**config.mk**
```make
export PLATFORM = sky130hd
export DESIGN_NAME = pcie_link_training_controller
export DESIGN_NICKNAME = d
export VERILOG_FILES = /design/src/hdl/ltc_pkg.sv /design/src/hdl/pcie_link_training_controller.sv /design/src/hdl/ltc_apb_regs.sv /design/src/hdl/ltc_event_core.sv
export SDC_FILE = /design/constraint.sdc
export NUM_CORES = 1
export LEC_CHECK = 0
export ABC_AREA = 1
export BUFFER_PORTS_ARGS = -buffer_cell sky130_fd_sc_hd__buf_2
export CAP_MARGIN = 25
export CORE_ASPECT_RATIO = 2
export CORE_MARGIN = 2
export CORE_UTILIZATION = 30
export DETAILED_ROUTE_END_ITERATION = 7
export MAX_ROUTING_LAYER = met4
export SETUP_SLACK_MARGIN = 0.3
export SLEW_MARGIN = 20
export SYNTH_ARGS = -nofsm -noshare
export SYNTH_HDL_FRONTEND = slang
export SYNTH_SLANG_ARGS = --single-unit
```
**constraint.sdc**
```tcl
create_clock -name clk -period 9.4 [get_ports clk]
set_input_delay 1.41 -clock clk [delete_from_list [all_inputs] [get_ports clk]]
set_output_delay 1.41 -clock clk [all_outputs]
set_load 0.05 [all_outputs]
```
**src/hdl/ltc_pkg.sv**
```systemverilog
// ---------------------------------------------------------------------------
// ltc_pkg
// Shared types and codes for the link-training controller.
// ---------------------------------------------------------------------------
package ltc_pkg;

  // Event codes
  localparam logic [4:0] MODE_TICK       = 5'd0;
  localparam logic [4:0] MODE_TRAIN      = 5'd1;
  localparam logic [4:0] MODE_LINK_SET   = 5'd2;
  localparam logic [4:0] MODE_RATE_SET   = 5'd3;
  localparam logic [4:0] MODE_RATE_SW    = 5'd4;
  localparam logic [4:0] MODE_L0S        = 5'd5;
  localparam logic [4:0] MODE_L1         = 5'd6;
  localparam logic [4:0] MODE_L2         = 5'd7;
  localparam logic [4:0] MODE_LP_EXIT    = 5'd8;
  localparam logic [4:0] MODE_DISABLE    = 5'd9;
  localparam logic [4:0] MODE_LOOPBACK   = 5'd10;
  localparam logic [4:0] MODE_HOTRESET   = 5'd11;
  localparam logic [4:0] MODE_EQ_START   = 5'd12;
  localparam logic [4:0] MODE_PRESET     = 5'd13;
  localparam logic [4:0] MODE_TS1        = 5'd14;
  localparam logic [4:0] MODE_TS2        = 5'd15;
  localparam logic [4:0] MODE_EQ_STEP    = 5'd16;
  localparam logic [4:0] MODE_TRAIN_STEP = 5'd17;
  localparam logic [4:0] MODE_PRSNT      = 5'd18;
  localparam logic [4:0] MODE_MRL        = 5'd19;
  localparam logic [4:0] MODE_PWRGOOD    = 5'd20;
  localparam logic [4:0] MODE_REFCLK     = 5'd21;
  localparam logic [4:0] MODE_PERST      = 5'd22;

  // LTSSM states
  localparam logic [3:0] ST_DETECT   = 4'd0;
  localparam logic [3:0] ST_POLLING  = 4'd1;
  localparam logic [3:0] ST_CONFIG   = 4'd2;
  localparam logic [3:0] ST_L0       = 4'd3;
  localparam logic [3:0] ST_RECOVERY = 4'd4;
  localparam logic [3:0] ST_L0S      = 4'd5;
  localparam logic [3:0] ST_L1       = 4'd6;
  localparam logic [3:0] ST_L2       = 4'd7;
  localparam logic [3:0] ST_DISABLED = 4'd8;
  localparam logic [3:0] ST_LOOPBACK = 4'd9;
  localparam logic [3:0] ST_HOTRESET = 4'd10;

  // Equalization phases
  localparam logic [2:0] EQ_IDLE = 3'd0;
  localparam logic [2:0] EQ_TS1  = 3'd1;
  localparam logic [2:0] EQ_TS2  = 3'd2;
  localparam logic [2:0] EQ_PH2  = 3'd3;
  localparam logic [2:0] EQ_PH3  = 3'd4;
  localparam logic [2:0] EQ_DONE = 3'd5;

  localparam logic [2:0] RATE_MAX   = 3'd4;
  localparam logic [2:0] PRESET_MAX = 3'd7;

  // Slot signal bits
  localparam int unsigned SLOT_PRESENT = 0;
  localparam logic [3:0]  SLOT_ALL     = 4'hF;

  // Pulse codes
  localparam logic [1:0] CLEANUP_NONE = 2'd0;
  localparam logic [1:0] CLEANUP_LINK = 2'd1;
  localparam logic [1:0] CLEANUP_MUX  = 2'd2;
  localparam logic [1:0] SWEV_NONE    = 2'd0;
  localparam logic [1:0] SWEV_START   = 2'd1;
  localparam logic [1:0] SWEV_DONE    = 2'd2;

  // Register map
  localparam int unsigned APB_ADDR_W    = 3;
  localparam int unsigned APB_DATA_W    = 32;
  localparam logic        REG_LINK_LAYER  = 1'b0;
  localparam logic        REG_CLEANUP_MUX = 1'b1;

  // Stream widths
  localparam int unsigned S_TDATA_W = 8;
  localparam int unsigned S_TUSER_W = 5;
  localparam int unsigned M_TDATA_W = 56;

  typedef struct packed {
    logic has_link_layer;
    logic has_cleanup_mux;
  } ltc_cfg_t;

  typedef struct packed {
    logic [4:0] mode;
    logic [2:0] value;
    logic       switch_ready;
  } ltc_item_t;

  typedef struct packed {
    logic [3:0]  link_state;
    logic        link_is_up;
    logic [2:0]  eq_phase_out;
    logic [2:0]  preset_out;
    logic [2:0]  rate_out;
    logic        training_active;
    logic        eq_active;
    logic [15:0] removal_count_out;
    logic [15:0] insertion_count_out;
    logic [1:0]  cleanup_request;
    logic [1:0]  rate_switch_event;
    logic        step_reached;
  } ltc_result_t;

endpackage

```
**src/hdl/pcie_link_training_controller.sv**
```systemverilog
// ---------------------------------------------------------------------------
// pcie_link_training_controller
// Simplified LTSSM: one event in, one status item out.
// ---------------------------------------------------------------------------
// Usage:
//   Events enter on the s_ stream (event code in s_tuser, argument and
//   switch-ready flag in s_tdata). Each event yields exactly one status item
//   on the m_ stream with link state, equalization phase, preset, rate,
//   flags, removal/insertion counters and the cleanup / rate-switch / step
//   pulses for that event.
//   An accepted event sits in the input register while the event logic
//   updates the state and loads the output register, which drives m_tvalid.
//   Throughput is one event per clock while m_tready stays high.
//   If m_tready is low the output register holds its item; the input register
//   still takes one more event, then s_tready drops until the output drains.
//   Reset (rst, synchronous) empties both registers and returns the link to
//   Detect, Gen1, equalization idle, slot signals cleared and counters zero;
//   config returns to link layer present, no cleanup mux.
//   Config is written over APB (reg 0 at 0x0, reg 1 at 0x4) while idle.
// ---------------------------------------------------------------------------
module pcie_link_training_controller (
  input  logic                            clk,
  input  logic                            rst,
  // APB configuration
  input  logic                            psel,
  input  logic                            penable,
  input  logic                            pwrite,
  input  logic [ltc_pkg::APB_ADDR_W-1:0]  paddr,
  input  logic [ltc_pkg::APB_DATA_W-1:0]  pwdata,
  output logic [ltc_pkg::APB_DATA_W-1:0]  prdata,
  output logic                            pready,
  // Event input
  input  logic                            s_tvalid,
  output logic                            s_tready,
  input  logic [ltc_pkg::S_TDATA_W-1:0]   s_tdata,  // value[2:0], switch_ready[3], zero [7:4]
  input  logic [ltc_pkg::S_TUSER_W-1:0]   s_tuser,  // mode[4:0]
  // Status output
  output logic                            m_tvalid,
  input  logic                            m_tready,
  // link_state[3:0], link_is_up[4], eq_phase_out[7:5], preset_out[10:8],
  // rate_out[13:11], training_active[14], eq_active[15],
  // removal_count_out[31:16], insertion_count_out[47:32],
  // cleanup_request[49:48], rate_switch_event[51:50], step_reached[52], zero [55:53]
  output logic [ltc_pkg::M_TDATA_W-1:0]   m_tdata
);
  import ltc_pkg::*;

  ltc_cfg_t    cfg;
  ltc_item_t   in_item;
  logic        in_valid;
  logic        fire;
  ltc_result_t result;
  ltc_result_t out_result;
  logic        out_valid;

  ltc_apb_regs u_regs (
    .clk     (clk),
    .rst     (rst),
    .psel    (psel),
    .penable (penable),
    .pwrite  (pwrite),
    .paddr   (paddr),
    .pwdata  (pwdata),
    .prdata  (prdata),
    .pready  (pready),
    .cfg     (cfg)
  );

  // Handshake control
  assign fire     = in_valid && (!out_valid || m_tready);
  assign s_tready = !in_valid || fire;

  // Input register
  always_ff @(posedge clk) begin
    if (rst) begin
      in_valid <= 1'b0;
    end else if (s_tvalid && s_tready) begin
      in_valid <= 1'b1;
    end else if (fire) begin
      in_valid <= 1'b0;
    end
  end

  always_ff @(posedge clk) begin
    if (s_tvalid && s_tready) begin
      in_item.mode         <= s_tuser;
      in_item.value        <= s_tdata[2:0];
      in_item.switch_ready <= s_tdata[3];
    end
  end

  ltc_event_core u_core (
    .clk    (clk),
    .rst    (rst),
    .cfg    (cfg),
    .item   (in_item),
    .fire   (fire),
    .result (result)
  );

  // Output register
  always_ff @(posedge clk) begin
    if (rst) begin
      out_valid <= 1'b0;
    end else if (fire) begin
      out_valid <= 1'b1;
    end else if (m_tready) begin
      out_valid <= 1'b0;
    end
  end

  always_ff @(posedge clk) begin
    if (fire) begin
      out_result <= result;
    end
  end

  assign m_tvalid = out_valid;
  assign m_tdata  = {3'd0,
                     out_result.step_reached,
                     out_result.rate_switch_event,
                     out_result.cleanup_request,
                     out_result.insertion_count_out,
                     out_result.removal_count_out,
                     out_result.eq_active,
                     out_result.training_active,
                     out_result.rate_out,
                     out_result.preset_out,
                     out_result.eq_phase_out,
                     out_result.link_is_up,
                     out_result.link_state};

endmodule

```
**src/hdl/ltc_apb_regs.sv**
```systemverilog
// ---------------------------------------------------------------------------
// ltc_apb_regs
// APB configuration registers: link-layer present and cleanup-mux present.
// ---------------------------------------------------------------------------
module ltc_apb_regs (
  input  logic                             clk,
  input  logic                             rst,
  input  logic                             psel,
  input  logic                             penable,
  input  logic                             pwrite,
  input  logic [ltc_pkg::APB_ADDR_W-1:0]   paddr,
  input  logic [ltc_pkg::APB_DATA_W-1:0]   pwdata,
  output logic [ltc_pkg::APB_DATA_W-1:0]   prdata,
  output logic                             pready,
  output ltc_pkg::ltc_cfg_t                cfg
);
  import ltc_pkg::*;

  logic wr_en;
  logic reg_sel;

  assign pready  = 1'b1;
  assign wr_en   = psel && penable && pwrite && pready;
  assign reg_sel = paddr[2];

  // Register writes
  always_ff @(posedge clk) begin
    if (rst) begin
      cfg.has_link_layer  <= 1'b1;
      cfg.has_cleanup_mux <= 1'b0;
    end else if (wr_en) begin
      unique case (reg_sel)
        REG_LINK_LAYER:  cfg.has_link_layer  <= pwdata[0];
        REG_CLEANUP_MUX: cfg.has_cleanup_mux <= pwdata[0];
        default: ;
      endcase
    end
  end

  // Read mux
  always_comb begin
    prdata = '0;
    unique case (reg_sel)
      REG_LINK_LAYER:  prdata[0] = cfg.has_link_layer;
      REG_CLEANUP_MUX: prdata[0] = cfg.has_cleanup_mux;
      default: ;
    endcase
  end

endmodule

```
**src/hdl/ltc_event_core.sv**
```systemverilog
// ---------------------------------------------------------------------------
// ltc_event_core
// Link, equalization, rate and slot state with the per-event update logic.
// ---------------------------------------------------------------------------
module ltc_event_core (
  input  logic                  clk,
  input  logic                  rst,
  input  ltc_pkg::ltc_cfg_t     cfg,
  input  ltc_pkg::ltc_item_t    item,
  input  logic                  fire,
  output ltc_pkg::ltc_result_t  result
);
  import ltc_pkg::*;

  // State registers
  logic [3:0]  ltssm_state, ltssm_state_next;
  logic        link_up, link_up_next;
  logic        training, training_next;
  logic [2:0]  eq_phase, eq_phase_next;
  logic        eq_flag, eq_flag_next;
  logic [2:0]  preset, preset_next;
  logic [2:0]  rate, rate_next;
  logic        sw_pending, sw_pending_next;
  logic [2:0]  sw_target, sw_target_next;
  logic [3:0]  slot, slot_next;
  logic [15:0] removal_count, removal_count_next;
  logic [15:0] insertion_count, insertion_count_next;

  logic [1:0]  cleanup;
  logic [1:0]  swev;
  logic        reached;
  logic        lvl;
  logic [2:0]  sat_val;
  logic [1:0]  slot_idx;
  logic        card_seen;

  assign lvl      = (item.value != 3'd0);
  assign sat_val  = (item.value > RATE_MAX) ? RATE_MAX : item.value;
  assign slot_idx = item.mode[1:0] + 2'd2;  // MRL, PWRGOOD, REFCLK -> bits 1..3
  assign card_seen = slot[SLOT_PRESENT];

  // Next-state logic for one event
  always_comb begin
    ltssm_state_next     = ltssm_state;
    link_up_next         = link_up;
    training_next        = training;
    eq_phase_next        = eq_phase;
    eq_flag_next         = eq_flag;
    preset_next          = preset;
    rate_next            = rate;
    sw_pending_next      = sw_pending;
    sw_target_next       = sw_target;
    slot_next            = slot;
    removal_count_next   = removal_count;
    insertion_count_next = insertion_count;
    cleanup              = CLEANUP_NONE;
    swev                 = SWEV_NONE;
    reached              = 1'b0;

    unique case (item.mode)
      MODE_TICK, MODE_TRAIN_STEP: begin
        // One training step
        if (training) begin
          unique case (ltssm_state)
            ST_DETECT:  ltssm_state_next = ST_POLLING;
            ST_POLLING: ltssm_state_next = ST_CONFIG;
            ST_CONFIG: begin
              ltssm_state_next = ST_L0;
              link_up_next     = 1'b1;
              training_next    = 1'b0;
            end
            default: ;
          endcase
        end
        if (item.mode == MODE_TRAIN_STEP) begin
          reached = (ltssm_state_next == ST_L0);
        end else if (sw_pending && (item.switch_ready || !cfg.has_link_layer)) begin
          sw_pending_next  = 1'b0;
          rate_next        = sw_target;
          ltssm_state_next = ST_L0;
          link_up_next     = 1'b1;
          swev             = SWEV_DONE;
        end
      end
      MODE_TRAIN: begin
        ltssm_state_next = ST_DETECT;
        link_up_next     = 1'b0;
        training_next    = 1'b1;
      end
      MODE_LINK_SET: begin
        link_up_next = lvl;
        if (!lvl) begin
          ltssm_state_next = ST_DETECT;
          eq_flag_next     = 1'b0;
          eq_phase_next    = EQ_IDLE;
          training_next    = 1'b0;
        end
      end
      MODE_RATE_SET: rate_next = sat_val;
      MODE_RATE_SW: begin
        if (sat_val != rate) begin
          link_up_next  = 1'b0;
          training_next = 1'b0;
          if (cfg.has_link_layer) begin
            sw_pending_next  = 1'b1;
            sw_target_next   = sat_val;
            ltssm_state_next = ST_RECOVERY;
            swev             = SWEV_START;
          end else begin
            // No link layer: switch completes at once
            sw_pending_next  = 1'b0;
            sw_target_next   = sat_val;
            rate_next        = sat_val;
            ltssm_state_next = ST_L0;
            link_up_next     = 1'b1;
            swev             = SWEV_DONE;
          end
        end
      end
      MODE_L0S: begin
        ltssm_state_next = ST_L0S;
        link_up_next     = 1'b0;
      end
      MODE_L1: begin
        ltssm_state_next = ST_L1;
        link_up_next     = 1'b0;
      end
      MODE_L2: begin
        ltssm_state_next = ST_L2;
        link_up_next     = 1'b0;
      end
      MODE_LP_EXIT: begin
        if (ltssm_state == ST_L0S || ltssm_state == ST_L1) begin
          ltssm_state_next = ST_L0;
          link_up_next     = 1'b1;
        end
      end
      MODE_DISABLE: begin
        ltssm_state_next = ST_DISABLED;
        link_up_next     = 1'b0;
      end
      MODE_LOOPBACK: begin
        ltssm_state_next = ST_LOOPBACK;
        link_up_next     = 1'b0;
      end
      MODE_HOTRESET: begin
        ltssm_state_next = ST_HOTRESET;
        link_up_next     = 1'b0;
      end
      MODE_EQ_START: begin
        eq_flag_next  = 1'b1;
        eq_phase_next = EQ_TS1;
        preset_next   = 3'd0;
      end
      MODE_PRESET: begin
        if (item.value <= PRESET_MAX) preset_next = item.value;
      end
      MODE_TS1: begin
        if (eq_phase == EQ_IDLE) eq_phase_next = EQ_TS1;
        eq_flag_next = 1'b1;
      end
      MODE_TS2: begin
        if (eq_phase != EQ_DONE) eq_phase_next = EQ_TS2;
      end
      MODE_EQ_STEP: begin
        if (eq_phase >= EQ_TS1 && eq_phase <= EQ_PH2) begin
          eq_phase_next = eq_phase + 3'd1;
        end else if (eq_phase == EQ_PH3) begin
          eq_phase_next = EQ_DONE;
          eq_flag_next  = 1'b0;
        end
        reached = (eq_phase_next == EQ_DONE);
      end
      MODE_PRSNT: begin
        slot_next[SLOT_PRESENT] = lvl;
        if (card_seen && !lvl) begin
          // Surprise removal
          removal_count_next = removal_count + 16'd1;
          if (cfg.has_cleanup_mux)     cleanup = CLEANUP_MUX;
          else if (cfg.has_link_layer) cleanup = CLEANUP_LINK;
          ltssm_state_next = ST_DETECT;
          link_up_next     = 1'b0;
          eq_flag_next     = 1'b0;
          eq_phase_next    = EQ_IDLE;
          training_next    = 1'b0;
        end else if (!card_seen && lvl) begin
          insertion_count_next = insertion_count + 16'd1;
        end
      end
      MODE_MRL, MODE_PWRGOOD, MODE_REFCLK: slot_next[slot_idx] = lvl;
      MODE_PERST: begin
        if (lvl) begin
          if (ltssm_state == ST_RECOVERY || ltssm_state == ST_HOTRESET) begin
            ltssm_state_next = ST_HOTRESET;
            link_up_next     = 1'b0;
          end else begin
            ltssm_state_next = ST_DETECT;
            link_up_next     = 1'b0;
            eq_flag_next     = 1'b0;
            eq_phase_next    = EQ_IDLE;
            training_next    = 1'b0;
          end
        end else if (slot == SLOT_ALL) begin
          ltssm_state_next = ST_DETECT;
          link_up_next     = 1'b0;
          training_next    = 1'b1;
        end
      end
      default: ;  // unused event codes change nothing
    endcase
  end

  // Result for the current event
  always_comb begin
    result.link_state          = ltssm_state_next;
    result.link_is_up          = link_up_next;
    result.eq_phase_out        = eq_phase_next;
    result.preset_out          = preset_next;
    result.rate_out            = rate_next;
    result.training_active     = training_next;
    result.eq_active           = eq_flag_next;
    result.removal_count_out   = removal_count_next;
    result.insertion_count_out = insertion_count_next;
    result.cleanup_request     = cleanup;
    result.rate_switch_event   = swev;
    result.step_reached        = reached;
  end

  // State update
  always_ff @(posedge clk) begin
    if (rst) begin
      ltssm_state     <= ST_DETECT;
      link_up         <= 1'b0;
      training        <= 1'b0;
      eq_phase        <= EQ_IDLE;
      eq_flag         <= 1'b0;
      preset          <= 3'd0;
      rate            <= 3'd0;
      sw_pending      <= 1'b0;
      sw_target       <= 3'd0;
      slot            <= 4'd0;
      removal_count   <= 16'd0;
      insertion_count <= 16'd0;
    end else if (fire) begin
      ltssm_state     <= ltssm_state_next;
      link_up         <= link_up_next;
      training        <= training_next;
      eq_phase        <= eq_phase_next;
      eq_flag         <= eq_flag_next;
      preset          <= preset_next;
      rate            <= rate_next;
      sw_pending      <= sw_pending_next;
      sw_target       <= sw_target_next;
      slot            <= slot_next;
      removal_count   <= removal_count_next;
      insertion_count <= insertion_count_next;
    end
  end

endmodule

```
* After elaboration in Yosys (flattened, before gate mapping) *
Cells that the tools add are included.

storage, ports and cells
  flip-flop bits (word level) = 122

operators by class
  reductions and logical operators = 39
  muxes and demuxes = 87
  add/sub/neg operators = 4
  eq/ne operators = 37
  bitwise operators = 3
  order comparisons = 6

operator list
  cell                                                              number
  16-bit 2-to-1 mux                                                 5
  4-bit case mux with 13 select lines                               1
  3-bit 2-to-1 mux                                                  16
  4-bit 2-to-1 mux                                                  11
  5-bit by 4-bit == test with 1-bit output (second input constant)  8
  5-bit == test (second input constant)                             7
  1-bit 2-to-1 mux                                                  35
  16-bit by 1-bit adder with 16-bit output (second input constant)  2
  3-bit case mux with 7 select lines                                1
  5-bit by 3-bit == test with 1-bit output (second input constant)  4
  4-bit by 3-bit == test with 1-bit output (second input constant)  3
  4-bit case mux with 3 select lines                                1
  5-bit by 2-bit == test with 1-bit output (second input constant)  2
  2-bit 2-to-1 mux                                                  5
  2-bit AND reduction                                               5
  1-bit logical AND                                                 9
  3-bit case mux with 3 select lines                                1
  4-bit by 2-bit == test with 1-bit output (second input constant)  2
  4-bit == test (second input constant)                             2
  1-bit case mux with 2 select lines                                4
  2-bit nonzero test                                                4
  1-bit case mux with 7 select lines                                1
  7-bit OR reduction                                                1
  3-bit == test (second input constant)                             2
  other kinds (31)                                                  44

* Longest topological paths before layout *
  depth after elaboration = 7
  depth in mapped cells = 13
  gate-level depth less buffers = 13

* By module *
From an unflattened synthesis, not the netlist that was laid out.

second synthesis, totals
  cell total of the unflattened synthesis = 855
  area, all modules = 6765.2 um^2

modules (own cells, without submodules)
  module                         times used  area an instance (um^2)  seq. area each (um^2)  cells an instance
  ltc_event_core                 1           4415.5                   1121.1                 724
  pcie_link_training_controller  1           1979.4                   1901.8                 78
  ltc_apb_regs                   1           370.4                    40.0                   53

* Worst setup path before layout *
OpenSTA, ideal clock, no wires.

  kind = input to register
  start = input m_tready
  end = register out_result (netlist bit m_tdata[0]), enable pin
  cell stages on the path = 6
  setup time = 0.438 ns
  slack = 5.360 ns
  arrival time = 3.602 ns
  path through = inv_1 nand2_1 nand2_1 inv_1 clkbuf_1 clkbuf_1

between the ends
  longest elaborated chain between the ends = 2

RTL lines
  item                  RTL line                              RTL
  start, declared       pcie_link_training_controller.sv:39   input logic m_tready,
  1-bit logical OR      pcie_link_training_controller.sv:70   assign fire = in_valid && (!out_valid || m_tready);
  1-bit logical AND     pcie_link_training_controller.sv:70
  via fire              pcie_link_training_controller.sv:51   logic fire;
  end signal, assigned  pcie_link_training_controller.sv:114  out_result <= result;
  end, declared         pcie_link_training_controller.sv:53   ltc_result_t out_result;

The timed path passes the listed nets, and every way through them passes these cells.
A chain may end at the register's enable or synchronous reset.

* Worst setup path after layout *
  start = input m_tready
  end = register u_core.slot[0]

between the ends
  longest elaborated chain between the ends = 3

RTL lines
  item                                  RTL line                             RTL
  1-bit logical OR                      pcie_link_training_controller.sv:70
  1-bit logical AND                     pcie_link_training_controller.sv:70
  2-bit AND reduction (no source line)  --
  end signal, assigned                  ltc_event_core.sv:254                slot <= slot_next;
  end, declared                         ltc_event_core.sv:25                 logic [3:0] slot, slot_next;

Every way passes these cells.

==> key figures <==
Yosys
  – Commonest cells post-synth: 166 x nand2_1, 130 x inv_1, 83 x nor2_1
  – Synth Area in Compound Gates: 11.4%
  – Library cells used by synthesis: 36
  – Simple-gate portion of the synthesized area: 25.4%
  – Post-synthesis share of cell area spent on full adders, half adders and majority gates: 1.14%
  – Async SR Flop Fraction: 0%
  – Combined area of all synthesized cells: 6600 sq um
  – Mux cell area share after synthesis: 0%
  – Dominant combinational cell family by area after synthesis: simple AND/OR/NAND/NOR gates
  – Xor and xnor area share after synthesis: 2.92%
  – Number of synthesized flops with an enable pin: 62
  – Top_reg_cell synth: edfxtp_1
  – Sequential element share of the synthesized area: 46.4%
  – Cell taking the most area after synthesis: edfxtp_1
  – Ranking of synthesized cells by area: edfxtp_1 28%, dfxtp_1 18%, nand2_1 9.4%
  – Leading cell type by number of instances after synthesis: nand2_1
  – Post-Syn Instances: 852
  – Proportion of netlist area held by the largest area contributor: 28.2%
  – Seq cells post-synth: 122
  – Synthesized area per cell: 7.74 sq um
  – Yosys warns: 0

Clocking
  – Cts bufs inserted: 17
  – CTS root buffer: clkbuf_16
  – Clock latency on the worst-skew pair: 0.43 ns
  – Number of clock sinks seen by CTS: 122
  – Clock tree from TritonCTS: done
  – Cts-stage hold buffer count: 0
  – Number of instances resized during post-cts repair: 0
  – Clock edge transition at the registers on the reported setup and hold paths: 0.06 ns
  – Post-CTS Setup Bufs: 0
  – Depth of the CTS H-tree: 4
  – Maximum number of buffers from clock root to sink: 2

Timing
  – Setup tns final: 0 ns
  – Final worst-path setup slack: 5.98 ns
  – Worst-case headroom to the max-slew limit: 43.0%
  – Transition time at the pin with the least slew margin: 0.855 ns
  – Clock period minus worst slack: 3.42 ns
  – Unrepaired setup endpoints after global routing: no
  – Clock skew after layout: 0.00461 ns
  – Total of endpoints with negative setup slack in the final report: 0
  – Tcrit/Tclk final: 36.4%
  – Final Max Tran Viols: 0
  – Maximum clock frequency: 0.293 GHz
  – Hold Vio Cnt, Final: 0

Setup path
  – Category of the worst setup path capture point: register
  – Worst path max stage delay: 0.58 ns
  – Type of origin of the critical path: primary input
  – Cell chain of the critical path: buf_2, inv_1, nand2_1, nand2_2, buf_4, clkinv_2, buf_4, nand3_1, o21ai_0, a21oi_1
  – Max FO, Critical Path: 67
  – Most common cell on crit path: buf_4
  – Number of cell instances on the worst register-to-register path: 8
  – Path type of the worst setup path: in -> reg
  – Critical path data required time: 9.76 ns
  – Worst-path cell with the longest stage delay: clkinv_2
  – Arrival time at the worst endpoint: 3.78 ns

Final layout
  – # diodes: 0
  – Number of nets in the layout: 987
  – Fraction of the core area covered by cells at the end of the flow: 35.9%
  – Final-layout fill cell count: 2,252
  – Total area of multi-input combinational cells: 2820 sq um
  – Fraction of final layout cells sized beyond drive strength 1: 14.3%
  – Reg area: 3060 sq um
  – Post-synthesis to final-layout area growth: 17.5%

Floorplanning
  – Die outline area: 23,300 sq um
  – Horizontal die dimension: 109 um
  – Die span in y: 214 um
  – Core region area: 21,600 sq um
  – Initial core utilization: 30.6%
  – # IOs: 146
  – Cell Rows: 76

Routing
  – Initial DRT Pass Iterations: 4
  – Post-detailed-route count of antenna-violating nets: 0
  – DRC violations left: 0
  – Sum of routed wire length over all layers: 16.6 mm
  – Average wire per standard cell: 13.7 um
  – DRT iter0 DRCs: 296
  – Vias after detailed routing: 5,613
  – Vias/cell: 4.63

Worst hold path
  – Worst min-delay path category: reg -> reg
  – Cell depth of the worst min-delay path: 2

Global route
  – Aggregate global routing overflow: 0
  – Maximum number of pins on one net before global-route repair: 68
  – Wire length of the first global-routing pass: 26.6 mm
  – Number of global-route vias before repair: 5,479
  – Antenna violations before repair: 0
  – Overall Global Routing Usage: 15.6%

Pwr
  – Static Leakage: 3.65 nW
  – Power per unit of standard cell area: 198 nW/um^2
  – Worst-case vdd ir drop: 0.000121 V
  – Power after layout: 1.53 mW

Placed design
  – Routability congestion estimate: 0.961
  – IO buf count: 73
  – Worst setup slack after placement: 5.48 ns
  – Detailed Place HPWL: 12.4 mm

Run status
  – Result of the run: finished clean

Job
  – Max-cap violation count: 0
## per-stage QoR
step / hold WS (ns) / instance area, sq um / std cells
2_1_floorplan: 0.476 / 6720 / 885
3_3_place_gp: 0.499 / 7110 / 1180
3_5_place_dp: 0.513 / 7110 / 1180
4_1_cts: 0.532 / 7750 / 1212
5_1_grt: 0.554 / 7750 / 1212
6_report: 0.531 / 7750 / 1212
## flip-flops by register name, summed over array words and instances (netlist names), 2 cells and up
name	flops
u_core.sw_target	3
u_regs.cfg	2
u_core.eq_phase	3
m_tdata	53
u_core.insertion_count	16
u_core.rate	3
in_item	9
u_core.preset	3
u_core.ltssm_state	4
u_core.slot	4
u_core.removal_count	16
## layout by cell type (no fill, tap or decap), drive strengths merged
cell	count
clkinvlp	4
nand4	14
edfxtp	62
bufinv	4
a31oi	2
o31ai	1
conb	35
or2	2
clkbuf	18
xor2	21
o2111ai	1
o21ai	72
nand3	76
nor2	93
nand2	169
dfxtp	60
o311ai	1
o22ai	3
xnor2	1
inv	135
o211ai	7
clkinv	5
a21oi	56
ha	6
nor3	16
buf	75
## area by class of cell
cell class                 count  area share [%]
clock buffer                  18            5.67
clock inverter                14            2.50
inverter                     134            6.51
sequential                   122            39.5
timing repair buffer          75            4.91
multi-input combinational    576            36.5
tap                          273            4.41
## worst max-delay path, delay by kind of cell
family | cells | cell delay [ns]
buffers and inverters | 5 | 1.76
and+or+nand+nor | 3 | 0.33
AOI/OAI and AO/OA | 2 | 0.23
## cell families after synthesis
kind of cell               after synthesis
and+or+nand+nor                        370
buffers and inverters                  187
AOI/OAI and AO/OA                      143
DFF                                    122
xor gates and xnor gates                22
adders and majority gates                6
other                                    2
## metal layers
layer,global-route usage (%),routed length [um],up-vias
met5,-,0,-
met4,9.46,684,0
li1,-,-,2867
met2,28.7,9290,139
met3,3.31,570,41
met1,14.4,6060,2566
## power breakdown
| group | switching [mW] | leakage [nW] | internal (mW) | total (mW) |
|---|---|---|---|---|
| Combinational | 0.166 | 2.27 | 0.0465 | 0.212 |
| Sequential | 0.0245 | 1.09 | 0.594 | 0.619 |
| Clock | 0.250 | 0.297 | 0.450 | 0.700 |
| Total | 0.440 | 3.65 | 1.09 | 1.53 |
## path summary, 6_finish.rpt
check | from | endpoint | slack [ns]
hold / removal | u_regs.cfg[0] | u_regs.cfg[0] | 0.53
setup / recovery | m_tready | u_core.slot[0] | 5.98
hold reg to reg | u_regs.cfg[0] | u_regs.cfg[0] | 0.53
setup reg to reg | m_tvalid | u_core.slot[0] | 6.75
No activity file was read; power rests on OpenSTA's default activity.
